## config.mk

```make
export PLATFORM = sky130hd
export DESIGN_NAME = ir_frame_transmitter
export DESIGN_NICKNAME = d
export VERILOG_FILES = /design/src/design/irft_pkg.sv /design/src/design/irft_seq.sv /design/src/design/irft_out.sv /design/src/design/ir_frame_transmitter.sv
export SDC_FILE = /design/constraint.sdc
export NUM_CORES = 1
export LEC_CHECK = 0
export BUFFER_PORTS_ARGS = -buffer_cell sky130_fd_sc_hd__buf_2
export CORE_MARGIN = 5
export CORE_UTILIZATION = 49
export DETAILED_ROUTE_END_ITERATION = 10
export GPL_TIMING_DRIVEN = 0
export MAX_ROUTING_LAYER = met4
export PLACE_DENSITY_LB_ADDON = 0.15
export SETUP_SLACK_MARGIN = 0.05
export SLEW_MARGIN = 20
export SYNTH_ARGS = -nofsm -noshare
export SYNTH_HDL_FRONTEND = slang
export SYNTH_SLANG_ARGS = --single-unit
```

## constraint.sdc

```tcl
create_clock -name clk -period 2.61 [get_ports clk]
set_clock_uncertainty 0.2 [all_clocks]
set_input_delay 0 -clock clk [delete_from_list [all_inputs] [get_ports clk]]
set_output_delay 0 -clock clk [all_outputs]
set_load 0.01 [all_outputs]
```

## src/design/irft_pkg.sv

```systemverilog
package irft_pkg;

  // Frame phases of the transmitter
  typedef enum logic [2:0] {
    PH_IDLE   = 3'd0,
    PH_LMARK  = 3'd1,
    PH_LSPACE = 3'd2,
    PH_BMARK  = 3'd3,
    PH_BSPACE = 3'd4,
    PH_STOP   = 3'd5
  } phase_t;

  // Register indexes, decoded from paddr[2]
  localparam logic REG_DEVICE_ADDRESS = 1'b0;
  localparam logic REG_COMMAND_CODE   = 1'b1;

  localparam logic [15:0] DEVICE_ADDRESS_RST = 16'h00F7;
  localparam logic [7:0]  COMMAND_CODE_RST   = 8'hC0;

  // Space lengths of a data bit, in ticks
  localparam logic [4:0] ONE_SPACE_TICKS  = 5'd3;
  localparam logic [4:0] ZERO_SPACE_TICKS = 5'd1;

  // One result item
  typedef struct packed {
    logic frame_done;
    logic busy_res;
    logic carrier_enable;
  } result_t;

endpackage

```

## src/design/irft_seq.sv

```systemverilog
module irft_seq #(
  parameter int LEADER_MARK_TICKS  = 16,
  parameter int LEADER_SPACE_TICKS = 8,
  parameter int ADDRESS_BITS       = 16
) (
  input  logic                clk,
  input  logic                rst,
  input  logic                tick,
  input  logic                start_request,
  input  logic [15:0]         device_address,
  input  logic [7:0]          command_code,
  output irft_pkg::result_t   result,
  output irft_pkg::phase_t    phase,
  output logic [4:0]          tick_counter
);
  import irft_pkg::*;

  localparam int TOTAL_BITS = ADDRESS_BITS + 16;
  localparam logic [15:0] ADDR_MASK = 16'((32'd1 << ADDRESS_BITS) - 32'd1);

  phase_t      phase_next;
  logic [4:0]  tick_counter_next;
  logic [5:0]  bits_left;
  logic [5:0]  bits_left_next;
  logic [31:0] frame_shift;
  logic [31:0] frame_shift_next;
  logic [31:0] frame_word;
  logic [4:0]  tick_inc;
  logic [4:0]  tick_dec;
  logic [5:0]  bits_dec;
  phase_t      cur;

  // Frame bits left-aligned: address, command, inverted command
  assign frame_word = {(device_address & ADDR_MASK), command_code, ~command_code}
                      << (16 - ADDRESS_BITS);

  // Next-state logic for one tick
  always_comb begin
    phase_next        = phase;
    tick_counter_next = tick_counter;
    bits_left_next    = bits_left;
    frame_shift_next  = frame_shift;
    result            = '0;
    result.busy_res   = 1'b1;
    cur               = phase;

    if (phase == PH_IDLE && start_request) begin
      frame_shift_next  = frame_word;
      cur               = PH_LMARK;
      phase_next        = PH_LMARK;
      tick_counter_next = '0;
    end

    tick_inc = tick_counter_next + 5'd1;
    tick_dec = tick_counter_next - 5'd1;
    bits_dec = bits_left - 6'd1;

    case (cur)
      PH_LMARK: begin
        result.carrier_enable = 1'b1;
        tick_counter_next     = tick_inc;
        if (tick_inc >= 5'(LEADER_MARK_TICKS)) begin
          phase_next        = PH_LSPACE;
          tick_counter_next = '0;
        end
      end
      PH_LSPACE: begin
        tick_counter_next = tick_inc;
        if (tick_inc >= 5'(LEADER_SPACE_TICKS)) begin
          phase_next        = PH_BMARK;
          tick_counter_next = '0;
          bits_left_next    = 6'(TOTAL_BITS);
        end
      end
      PH_BMARK: begin
        result.carrier_enable = 1'b1;
        tick_counter_next = frame_shift[31] ? ONE_SPACE_TICKS : ZERO_SPACE_TICKS;
        phase_next        = PH_BSPACE;
      end
      PH_BSPACE: begin
        tick_counter_next = tick_dec;
        if (tick_dec == 5'd0) begin
          frame_shift_next = {frame_shift[30:0], 1'b0};
          bits_left_next   = bits_dec;
          phase_next       = (bits_dec == 6'd0) ? PH_STOP : PH_BMARK;
        end
      end
      PH_STOP: begin
        result.carrier_enable = 1'b1;
        result.frame_done     = 1'b1;
        phase_next            = PH_IDLE;
        tick_counter_next     = '0;
      end
      default: begin
        result.busy_res = 1'b0;
        phase_next      = PH_IDLE;
      end
    endcase
  end

  // State registers, advanced once per accepted tick
  always_ff @(posedge clk) begin
    if (rst) begin
      phase        <= PH_IDLE;
      tick_counter <= '0;
      bits_left    <= '0;
      frame_shift  <= '0;
    end else if (tick) begin
      phase        <= phase_next;
      tick_counter <= tick_counter_next;
      bits_left    <= bits_left_next;
      frame_shift  <= frame_shift_next;
    end
  end

endmodule

```

## src/design/irft_out.sv

```systemverilog
module irft_out (
  input  logic              clk,
  input  logic              rst,
  input  logic              in_valid,
  output logic              in_ready,
  input  irft_pkg::result_t in_res,
  output logic              out_valid,
  input  logic              out_ready,
  output irft_pkg::result_t out_res
);
  import irft_pkg::*;

  result_t main_res;
  result_t skid_res;
  logic    main_valid;
  logic    skid_valid;
  logic    push;
  logic    pop;

  assign in_ready  = !skid_valid;
  assign push      = in_valid && in_ready;
  assign pop       = main_valid && out_ready;
  assign out_valid = main_valid;
  assign out_res   = main_res;

  // Control: main register plus one skid entry
  always_ff @(posedge clk) begin
    if (rst) begin
      main_valid <= 1'b0;
      skid_valid <= 1'b0;
    end else if (pop) begin
      if (skid_valid) begin
        skid_valid <= 1'b0;
      end else if (!push) begin
        main_valid <= 1'b0;
      end
    end else if (push) begin
      if (!main_valid) begin
        main_valid <= 1'b1;
      end else begin
        skid_valid <= 1'b1;
      end
    end
  end

  // Payload
  always_ff @(posedge clk) begin
    if (pop) begin
      if (skid_valid) begin
        main_res <= skid_res;
      end else if (push) begin
        main_res <= in_res;
      end
    end else if (push) begin
      if (!main_valid) begin
        main_res <= in_res;
      end else begin
        skid_res <= in_res;
      end
    end
  end

endmodule

```

## src/design/ir_frame_transmitter.sv

```systemverilog
// Pulse-distance infrared frame transmitter.
// Input stream (s_*): one item per bit-time tick; s_tdata[0] is a start
// request, honored only while no frame is in progress. The address and
// command registers are sampled on the tick that starts a frame.
// Output stream (m_*): exactly one item per input item, carrying the
// carrier enable, busy flag and frame-done marker for that tick.
// Frame: leader mark, leader space, address bits, command, inverted command
// (MSB first, 1-tick mark then 3- or 1-tick space), then a 1-tick stop mark.
// Each result is registered in the output stage before it appears on m_*.
// Throughput: one item per cycle while s_tready is high; the sequencer's next state is combinational.
// Stall: a main output register plus one skid entry; s_tready drops only
// when both hold results, so a tick is taken while a result waits.
// Reset (rst, synchronous): sequencer idle, output empty, address 0x00F7,
// command 0xC0.
// Config (APB): device_address at 0x0, command_code at 0x4, paddr[2] selects.
module ir_frame_transmitter #(
  parameter int LEADER_MARK_TICKS  = 16,
  parameter int LEADER_SPACE_TICKS = 8,
  parameter int ADDRESS_BITS       = 16
) (
  input  logic        clk,
  input  logic        rst,
  input  logic        s_tvalid,
  output logic        s_tready,
  input  logic [7:0]  s_tdata,   // [0] start_request, [7:1] zero
  output logic        m_tvalid,
  input  logic        m_tready,
  output logic [7:0]  m_tdata,   // [0] carrier_enable, [1] busy_res, [2] frame_done
  input  logic        psel,
  input  logic        penable,
  input  logic        pwrite,
  input  logic [2:0]  paddr,
  input  logic [31:0] pwdata,
  output logic [31:0] prdata,
  output logic        pready
);
  import irft_pkg::*;

  logic [15:0] device_address;
  logic [7:0]  command_code;
  logic        cfg_write;
  logic        tick;
  result_t     seq_res;
  result_t     out_res;
  phase_t      phase;
  logic [4:0]  tick_counter;

  // Configuration registers
  assign pready    = 1'b1;
  assign cfg_write = psel && penable && pwrite && pready;

  always_ff @(posedge clk) begin
    if (rst) begin
      device_address <= DEVICE_ADDRESS_RST;
      command_code   <= COMMAND_CODE_RST;
    end else if (cfg_write) begin
      case (paddr[2])
        REG_DEVICE_ADDRESS: device_address <= pwdata[15:0];
        REG_COMMAND_CODE:   command_code   <= pwdata[7:0];
        default: ;
      endcase
    end
  end

  always_comb begin
    case (paddr[2])
      REG_DEVICE_ADDRESS: prdata = {16'd0, device_address};
      REG_COMMAND_CODE:   prdata = {24'd0, command_code};
      default:            prdata = '0;
    endcase
  end

  assign tick = s_tvalid && s_tready;

  irft_seq #(
    .LEADER_MARK_TICKS (LEADER_MARK_TICKS),
    .LEADER_SPACE_TICKS(LEADER_SPACE_TICKS),
    .ADDRESS_BITS      (ADDRESS_BITS)
  ) u_seq (
    .clk           (clk),
    .rst           (rst),
    .tick          (tick),
    .start_request (s_tdata[0]),
    .device_address(device_address),
    .command_code  (command_code),
    .result        (seq_res),
    .phase         (phase),
    .tick_counter  (tick_counter)
  );

  irft_out u_out (
    .clk      (clk),
    .rst      (rst),
    .in_valid (s_tvalid),
    .in_ready (s_tready),
    .in_res   (seq_res),
    .out_valid(m_tvalid),
    .out_ready(m_tready),
    .out_res  (out_res)
  );

  assign m_tdata = {5'd0, out_res.frame_done, out_res.busy_res, out_res.carrier_enable};

  // A frame-done result is always a busy mark tick
  a_done_is_mark: assert property (@(posedge clk) disable iff (rst)
    m_tvalid && m_tdata[2] |-> m_tdata[0] && m_tdata[1])
    else $error("frame_done without carrier and busy");

  // The stop tick always returns the sequencer to idle
  a_stop_to_idle: assert property (@(posedge clk) disable iff (rst)
    tick && phase == PH_STOP |=> phase == PH_IDLE)
    else $error("stop tick did not return to idle");

  // A bit space always has ticks left to count
  a_space_count: assert property (@(posedge clk) disable iff (rst)
    phase == PH_BSPACE |-> tick_counter != 5'd0)
    else $error("bit space with zero tick count");

  // Input stalls only when the output holds a waiting result
  a_stall_cause: assert property (@(posedge clk) disable iff (rst)
    !s_tready |-> m_tvalid)
    else $error("input stalled with empty output");

endmodule

```

======== After elaboration in Yosys (flattened, before gate mapping) ========
Index checks and enable logic that the tools add are counted.
word-level totals
  flip-flop bits (word level) ............. 78
  input bits .............................. 50
  output and inout bits ................... 43
operators by class
  $add $sub $neg .......................... 3
  magnitude comparators ................... 2
  equal/unequal tests ..................... 10
  muxes and demuxes ....................... 30
  bitwise logic cells ..................... 3
  reductions and logical operators ........ 22
operators by type and width
  operator               number
  $mux W32               3
  $pmux W32 S2           1
  $mux W3                10
  $pmux W5 S5            1
  $mux W5                3
  $mux W6                2
  $pmux W3 S4            1
  $pmux W6 S2            1
  $reduce_and A3 Y1      3
  $not A8 Y8             1
  $mux W1                7
  $eq A3 B2 Y1 const B   2
  $eq A3 B3 Y1 const B   2
  $logic_not A6 Y1       1
  $ne A2 B2 Y1 const B   3
  $reduce_and A2 Y1      3
  $reduce_bool A2 Y1     3
  $sub A6 B1 Y6 const B  1
  $add A5 B1 Y5 const B  1
  $ge A5 B4 Y1 const B   1
  $ge A5 B5 Y1 const B   1
  $logic_and A1 B1 Y1    5
  $logic_not A5 Y1       1
  $reduce_or A5 Y1       1
  other kinds (10)       12

======== Depth between registers and ports, before layout ========
Gate-level depths: netlist of run 1.
  depth after elaboration ................. 9
  depth in mapped cells ................... 13
  mapped depth without buffers ............ 9

======== Modules after synthesis ========
A second synthesis of run 1 with hierarchy kept.
unflattened totals
  cells, all modules ...................... 480
  area total of the unflattened synthesis .. 4280.4 µm²
modules (own cells, without submodules)
  module                times used  cells each  area an instance (µm²)
  irft_seq              1           309         2562.5
  ir_frame_transmitter  1           147         1377.6
  irft_out              1           24          340.3

======== Worst setup path before layout of run 1 ========
OpenSTA, ideal clock, no wires.
  path kind ............................... register to register
  start point ............................. register u_seq.phase[2]
  end point ............................... register u_seq.frame_shift[17]
  arrival ................................. 2443 ps
  required time ........................... 2322 ps
  path slack .............................. -121 ps
  stages on the path, launching flop included .. 14
  path buffers ............................ 4
  period minus slack after synthesis ...... 2731 ps
  cells stage by stage .................... dfxtp_1 buf_6 or4b_4 clkbuf_1 nand2_1 ha_1 xnor2_1 nand4_2 nor2_4 o21a_1 buf_6 buf_6 nor2_2 nor4_2
between the ends
  word-level cells in the longest chain between the ends .. 7
  elaborated cells on any way between the ends .. 10
  classes of those cells .................. 1 x add/sub; 1 x eq/ne; 5 x mux; 3 x reduce/logical
ends and longest elaborated chain
  item                      RTL line         source
  start: declaration        irft_seq.sv:13   output irft_pkg::phase_t phase,
  start signal: assignment  irft_seq.sv:109  phase <= phase_next;
  $logic_not A3 Y1          irft_seq.sv:47   if (phase == PH_IDLE && start_request) begin
  $logic_and A1 B1 Y1       irft_seq.sv:47
  $mux W5                   irft_seq.sv:47
  $sub A5 B1 Y5             irft_seq.sv:55   tick_dec = tick_counter_next - 5'd1;
  $logic_not A5 Y1          irft_seq.sv:82   if (tick_dec == 5'd0) begin
  $mux W32                  irft_seq.sv:82
  $mux W32 *                irft_seq.sv:58   case (cur)
  end signal: assignment    irft_seq.sv:112  frame_shift <= frame_shift_next;
  end: declaration          irft_seq.sv:25   logic [31:0] frame_shift;
Mark *: on every way between the ends. The rest lies on a longest branch, timed or not.
A chain may end at the register's enable or synchronous reset.

======== Worst setup path after layout of run 1 ========
  start point ............................. register u_seq.phase[0]
  end point ............................... register u_seq.bits_left[5]
between the ends
  word-level cells in the longest chain between the ends .. 7
  elaborated cells on any way between the ends .. 15
  classes of those cells .................. 2 x add/sub; 1 x order compare; 4 x eq/ne; 3 x mux; 5 x reduce/logical
ends and longest elaborated chain
  item                                                     RTL line                        source
  $logic_not A3 Y1                                         irft_seq.sv:47
  $logic_and A1 B1 Y1                                      irft_seq.sv:47
  $mux W5                                                  irft_seq.sv:47
  $add A5 B1 Y5 / $sub A5 B1 Y5 (equally long branches)    irft_seq.sv:54, irft_seq.sv:55
  $ge A5 B4 Y1 / $logic_not A5 Y1 (equally long branches)  irft_seq.sv:69, irft_seq.sv:82
  $ne A2 B1 Y1 (no line)                                   n/a
  $reduce_and A4 Y1 (no line)                              n/a
  end signal: assignment                                   irft_seq.sv:111                 bits_left <= bits_left_next;
  end: declaration                                         irft_seq.sv:23                  logic [5:0] bits_left;
Several ways; a longest one is shown, not always the timed one.

==> results.tsv, run 1 <==
stage	metric	value	unit
outcome	status	complete, no violations	
timing	setup-violations-final	0	
die	die_area	10530	sq um
timing	max_freq	388.6	MHz
synthesis	synth_edf_count	6	
placement	port_buffers	43	
setup_path	r2r_start	u_seq.phase[0]$_SDFFE_PP0P_	
global_routing	antenna_found_initial	0	
global_routing	overflow	0	
global_routing	grt_start_max_net_pins	16	
pwr	ir_drop	0.2549	mV
synthesis	synth_top_area_share	34.29	%
cells_and_area	nets	678	
synthesis	synth_area	4204	sq um
timing	layout_min_cycle_time	2.573	ns
clocking	cts_tree	yes	
route	routed_wl	11.31	mm
setup_path	worst_setup_path_start_kind	flop	
synthesis	synth_async_sr_flop_share	0	%
cells_and_area	drive_gt1_share	33.81	%
setup_path	path_buf_inv	1	
placement	gp_congestion	0.8678	
setup_path	regToRegSetupSlack	0.04	ns
clocking	cts_buffer_depth	2	
route	drt_iter0_drc	186	
setup_path	cp_data_arrival_time	2.63	ns
flow_run	cap_viol_max_count	0	
clocking	cts.sinks	78	
setup_path	cp_slowest_stage_delay	0.59	ns
clocking	clk_pin_slew	0.09	ns
die	rows	33	
timing	hold_slack	0.03527	ns
synthesis	synth_top_cell_by_area	dfxtp_1	
timing	finalHoldViolations	0	
global_routing	grt_usage	22.47	%
setup_path	critPathTopFamily	simple AND/OR/NAND/NOR gates	
setup_path	worst-r2r-cell-count	10	
cells_and_area	fin_util	66.52	%
synthesis	avgSynthCellArea	8.259	sq um
timing	setup_slack	0.03652	ns
clocking	cts_max_level	3	
setup_path	path_cells	or4b_4, nand2_4, ha_4, xnor2_4, and4_4, buf_6, a21oi_4, nor2_4, a21oi_2, a311oi_1	
timing	tns	0	ns
pwr	p_switching	787.8	uW
setup_path	reg2reg_to	u_seq.bits_left[5]$_SDFFE_PP0P_	
die	fp.dieW	102.6	um
setup_path	worstSetupEndpoint	u_seq.bits_left[5]$_SDFFE_PP0P_	
synthesis	ys.warnings.count	0	
placement	dp_hpwl	7.725	mm
min_path	min_path_type	in -> reg	
pwr	power.density	486.1	nW/um^2
cells_and_area	instances_no_fill	735	
synthesis	ys_top_cells_by_area	dfxtp_1, nor2_1, nor4_2	
cells_and_area	num_antenna_cells	0	
timing	rsz0062_at_grt	true	
synthesis	ys_seq_area_share	38.57	%
route	drc	0	
timing	fin_crit_sh	98.60	%
route	vias_per_cell	5.381	
clocking	clockRootBuffer	clkbuf_8	
timing	drv_slew	0	
global_routing	grt_pass1_vias	3868	
pwr	p_int	1896	uW
setup_path	crit_start	u_seq.phase[0]$_SDFFE_PP0P_	
die	core	8299	sq um
pwr	clockPowerShare	33.1	%
placement	dpl_worst_slack	-0.2049	ns
cells_and_area	final_common_cell	dfxtp_1	
die	start_util	50.66	%
timing	tightestPinTransition	0.7558	ns
die	io_pins	93	
global_routing	grt_pass1_wl	18.23	mm
setup_path	crit_path_max_fanout	5	
route	first_pass_iters	5	
setup_path	worstPathRequired	2.66	ns
synthesis	yosys.cell_types.count	64	
pwr	seqPwrFrac	49.2	%
clocking	insertion_delay	0.35	ns
placement	dp.cells	677	
synthesis	ys.flop_type	dfxtp_1	
route	routedWlPerCell	15.39	um
setup_path	critPathCaptureType	flop	
setup_path	worstSetupPathType	reg -> reg	
pwr	pwr-share-comb	17.7	%
setup_path	cp_slowest_cell	or4b_4	
cells_and_area	syn_to_final_growth	31.31	%
synthesis	syn_inst	509	
synthesis	ys_seq_elements	78	
die	die_y	102.6	um
setup_path	crit_cells	10	
pwr	leakage	0.002179	uW
clocking	cts_buffers	9	
route	ant_nets	0	
timing	relSlewSlack	49.61	%
pwr	switching_share	29.36	%
route	route.vias.total	3955	
cells_and_area	mostFrequentLayoutCells	dfxtp_1, nand2_1, nor2_1	
==> per-stage QoR <==
step           power (uW)  instance area [sq um]
4_1_cts              2681                   5431
5_1_grt              2806                   5520
3_5_place_dp         1748                   4681
3_3_place_gp         1740                   4681
6_report             2683                   5520
2_1_floorplan        1640                   4334
==> routing by layer <==
layer	track usage (%)	vias up	routed length [um]
met5	-	-	0
li1	-	1953	-
met1	29.42	1839	5106
met4	8.274	0	282
met3	3.315	28	717
met2	35.30	135	5202
==> cells by family after synthesis <==
family / Yosys count / synth area share (%)
simple gates: 249 / 32.44
compound gates: 92 / 14.23
flops: 78 / 38.57
buf+inv: 67 / 9.256
mux: 12 / 3.185
xor+xnor: 6 / 1.250
fa+ha+maj: 3 / 0.8930
other cells: 2 / 0.1786
==> what timing repair did <==
| action | CTS | global route |
|---|---|---|
| hold buffers | 25 | 0 |
| setup buffers | 13 | 4 |
| resized for setup | 48 | 21 |
| cloned | 2 | 0 |
| hold endpoints to repair | 37 | 0 |
| pin swaps | 13 | 10 |
| setup endpoints to repair | 38 | 41 |
==> layout make-up <==
cell class	count	area (sq um)
fillers	703	2779
plain buffers	55	359.1
repair buffers	87	650.6
flip-flops and latches	78	1627
clock buffers	10	148.9
multi-input cells	384	2516
well taps	105	131.4
inverters	10	37.54
clock inverters	6	50.05
==> Yosys cell counts, types with 2 or more instances <==
cell       instances
conb_1             2
buf_4             23
nor2_4             2
inv_1              8
clkbuf_1          22
nand2b_1           2
dfxtp_1           72
nor2b_1           10
nor4_1             4
a22o_1             2
o221a_1            3
mux2_2            11
nor3b_1            3
nor2_2            20
nand2_1           65
a211oi_1           2
nand4_1            3
o22ai_1            3
nand3_1           17
o31ai_1            2
buf_2              5
edfxtp_1           6
and2_1             2
nor3_1            10
ha_1               3
o211ai_1           3
o2bb2ai_1          5
a22oi_1            6
nor2_1            76
nor4_2            20
xnor2_1            4
a311oi_1           3
a21oi_1           41
buf_6              6
xor2_1             2
o21ai_1            2
o21ai_0           11
or3_1              2
==> tightest hold or removal path, cell delays in order <==
cell and delay [ns]:
buf_2 0.11, nand4_1 0.28, nand2_1 0.09, nand3_1 0.08
==> flip-flops by register name, indices dropped and copies added, names as in the netlist <==
signal / cells
u_out.out_res: 3
u_seq.tick_counter: 5
u_seq.bits_left: 6
u_out.out_valid: 1
u_out.skid_valid: 1
u_out.skid_res: 3
device_address: 16
u_seq.frame_shift: 32
command_code: 8
u_seq.phase: 3
==> worst min-delay path by stage <==
stage               startpoint                             to  slack (ns)  depth (start not counted)
floorplan             m_tready  u_out.skid_valid$_SDFFE_PP0P_        -0.1                          1
global placement      m_tready  u_out.skid_valid$_SDFFE_PP0P_        0.02                          2
detailed placement    m_tready  u_out.skid_valid$_SDFFE_PP0P_        0.02                          2
CTS                     pwrite   command_code[7]$_SDFFE_PP1P_        0.01                          4
global route            pwrite   command_code[7]$_SDFFE_PP1P_        0.08                          4
finish                  pwrite   command_code[7]$_SDFFE_PP1P_        0.04                          4
==> power by group through the flow <==
stage	Sequential (uW)	Clock, uW	Combinational (uW)
CTS	1320	905	459
finish	1320	889	476
detailed placement	1330	0	413
global route	1330	956	524
global placement	1330	0	406
floorplan	1330	0	314
No activity file was read; power rests on OpenSTA's default activity.
==> run 2, diff against run 1 <==
CORE_UTILIZATION = 55   (was 49)
clock period = 2.75 ns   (was 2.61 ns; I/O delays follow)
==> run 2 against run 1 <==
Against the previous run: first-iteration DRC count increased by 40%; routed wire length shrank 1.7%; power down 8.2%; sequential share of layout area grew 1.6 points; clock-buffer cell count did not move; largest cell class unchanged; non-clock buffer count down 3; worst hold slack improved by 0.017 ns; flip-flop and latch count is the same; sequential power is 6% lower; design area fell by 5.3%; critical endpoint is now u_seq.frame_shift[3]$_SDFFE_PP0P_; critical path depth is 2 lower; largest power group unchanged; utilization grew 4.8 points.
==> results.tsv, run 2 (synthesis gave the netlist of run 1 again) <==
stage	metric	value	unit
outcome	status	complete, no violations	
cells_and_area	nets	675	
die	start_util	57.35	%
die	core	7331	sq um
clocking	cts_tree	yes	
cells_and_area	num_antenna_cells	0	
timing	max_freq	379.8	MHz
cells_and_area	fill_cells	592	
die	io_pins	93	
setup_path	crit_path_max_fanout	8	
route	drc	0	
timing	setup-violations-final	0	
timing	fin_crit_sh	95.73	%
clocking	cts_max_level	3	
cells_and_area	top_register	u_seq.frame_shift	
pwr	power.density	470.9	nW/um^2
route	met2_length	5.251	mm
global_routing	grt_usage	23.92	%
timing	drv_slew	0	
min_path	min_path_type	in -> reg	
setup_path	worst_setup_path_start_kind	flop	
global_routing	grt_pass1_wl	18.33	mm
global_routing	antenna_found_initial	0	
die	rows	31	
cells_and_area	drive_gt1_share	29.07	%
min_path	min_from	psel	
route	wl_met1	4.993	mm
cells_and_area	instances_no_fill	725	
global_routing	grt_start_max_net_pins	14	
cells_and_area	mostFrequentLayoutCells	nor2_1, dfxtp_1, nand2_1	
setup_path	cp_data_arrival_time	2.67	ns
placement	dpl_worst_slack	-0.2923	ns
global_routing	grt_pass1_vias	3763	
global_routing	overflow	0	
timing	tightestPinTransition	0.9126	ns
placement	port_buffers	43	
route	drt_iter0_drc	261	
flow_run	cap_viol_max_count	0	
die	fp.dieW	97.43	um
setup_path	critPathCaptureType	flop	
cells_and_area	multi_input_area	2333	sq um
pwr	ir_drop	0.2938	mV
route	route.vias.total	3981	
clocking	clockRootBuffer	clkbuf_8	
route	wl_met3	724	um
timing	layout_min_cycle_time	2.633	ns
timing	hold_slack	0.05204	ns
timing	rsz0062_at_grt	false	
timing	setup_slack	0.1173	ns
route	ant_nets	0	
placement	dp.cells	671	
route	routed_wl	11.12	mm
setup_path	worstPathRequired	2.79	ns
clocking	cts.sinks	78	
timing	tns	0	ns
cells_and_area	syn_to_final_growth	24.40	%
setup_path	worstSetupPathType	reg -> reg	
setup_path	crit_start	u_seq.phase[2]$_SDFFE_PP0P_	
timing	relSlewSlack	38.83	%
route	route.top_layer_used	met4	
clocking	clk_pin_slew	0.08	ns
die	die_area	9493	sq um
cells_and_area	seq_area	1625	sq um
route	first_pass_iters	6	
cells_and_area	largestRegisters	u_seq.frame_shift x32, device_address x16, command_code x8	
route	vias_per_cell	5.491	
clocking	insertion_delay	0.35	ns
timing	finalHoldViolations	0	
clocking	cts_buffers	9	
placement	gp_congestion	0.9157	
route	routedWlPerCell	15.34	um
die	die_y	97.43	um
clocking	cts_buffer_depth	2	
cells_and_area	largest_reg_flops	32	
setup_path	r2r_start	u_seq.phase[2]$_SDFFE_PP0P_	
cells_and_area	final_common_cell	nor2_1	
pwr	leakage	0.002142	uW
placement	dp_hpwl	7.563	mm
## run 2: cell count changes in the layout (fill, tap and decap cells not counted), sizes merged
| cell | before | now |
|---|---|---|
| dlygate4sd3 | 25 | 23 |
| buf | 96 | 95 |
| inv | 12 | 11 |
## run 2: critical path, cell delays in order, from the launching register on
cell and delay [ns]:
dfxtp_4 0.35, or4b_4 0.61, nand2_4 0.12, ha_4 0.17, xnor2_4 0.14, and4_4 0.29
nand3_4 0.17, buf_6 0.23, o221a_1 0.24
## run 2: layout make-up
type	count	share of cell area [%]
repair buffers	84	11.17
clock inverters	5	0.6220
inverters	10	0.7177
clock buffers	10	2.632
plain buffers	55	6.794
well taps	99	2.368
multi-input cells	384	44.62
flip-flops and latches	78	31.08
## run 2: power breakdown
part           internal (uW)  leakage, uW  switching, uW
combinational            199      0.00141            250
sequential              1200     0.000644           40.8
clock                    348    0.0000889            424
## run 2: metrics by stage
step                      utilization, %  power [uW]  area [sq um]
after floorplan                        -        1544          4280
after global placement             63.01        1633          4619
after detailed placement           63.01        1645          4619
after CTS                          70.88        2463          5196
after global routing               71.34        2570          5230
final                              71.34        2463          5230
## run 2: final timing paths
check                           depth (start not counted)                                 to  slack [ns]
worst min-delay path                                    5       command_code[3]$_SDFFE_PP0P_        0.05
worst max register to register                          8  u_seq.frame_shift[3]$_SDFFE_PP0P_        0.12
worst max-delay path                                    8  u_seq.frame_shift[3]$_SDFFE_PP0P_        0.12
worst min register to register                          2     device_address[3]$_SDFFE_PP0P_        0.28
## run 2: metal layers
metal | vias to the layer above | global-route usage [%]
li1 | 1941 | -
met1 | 1868 | 30.69
met2 | 154 | 37.90
met3 | 18 | 5.671
met4 | 0 | 6.496
met5 | - | -
## run 2: what timing repair did
item                                   4_1_cts  5_1_grt
endpoints found under the hold margin       38        0
resized for setup                           19        6
hold buffers                                23        0
pin swaps                                    7        6
setup buffers                               12        4
cloned                                       2        0
setup endpoints to repair                   40       36
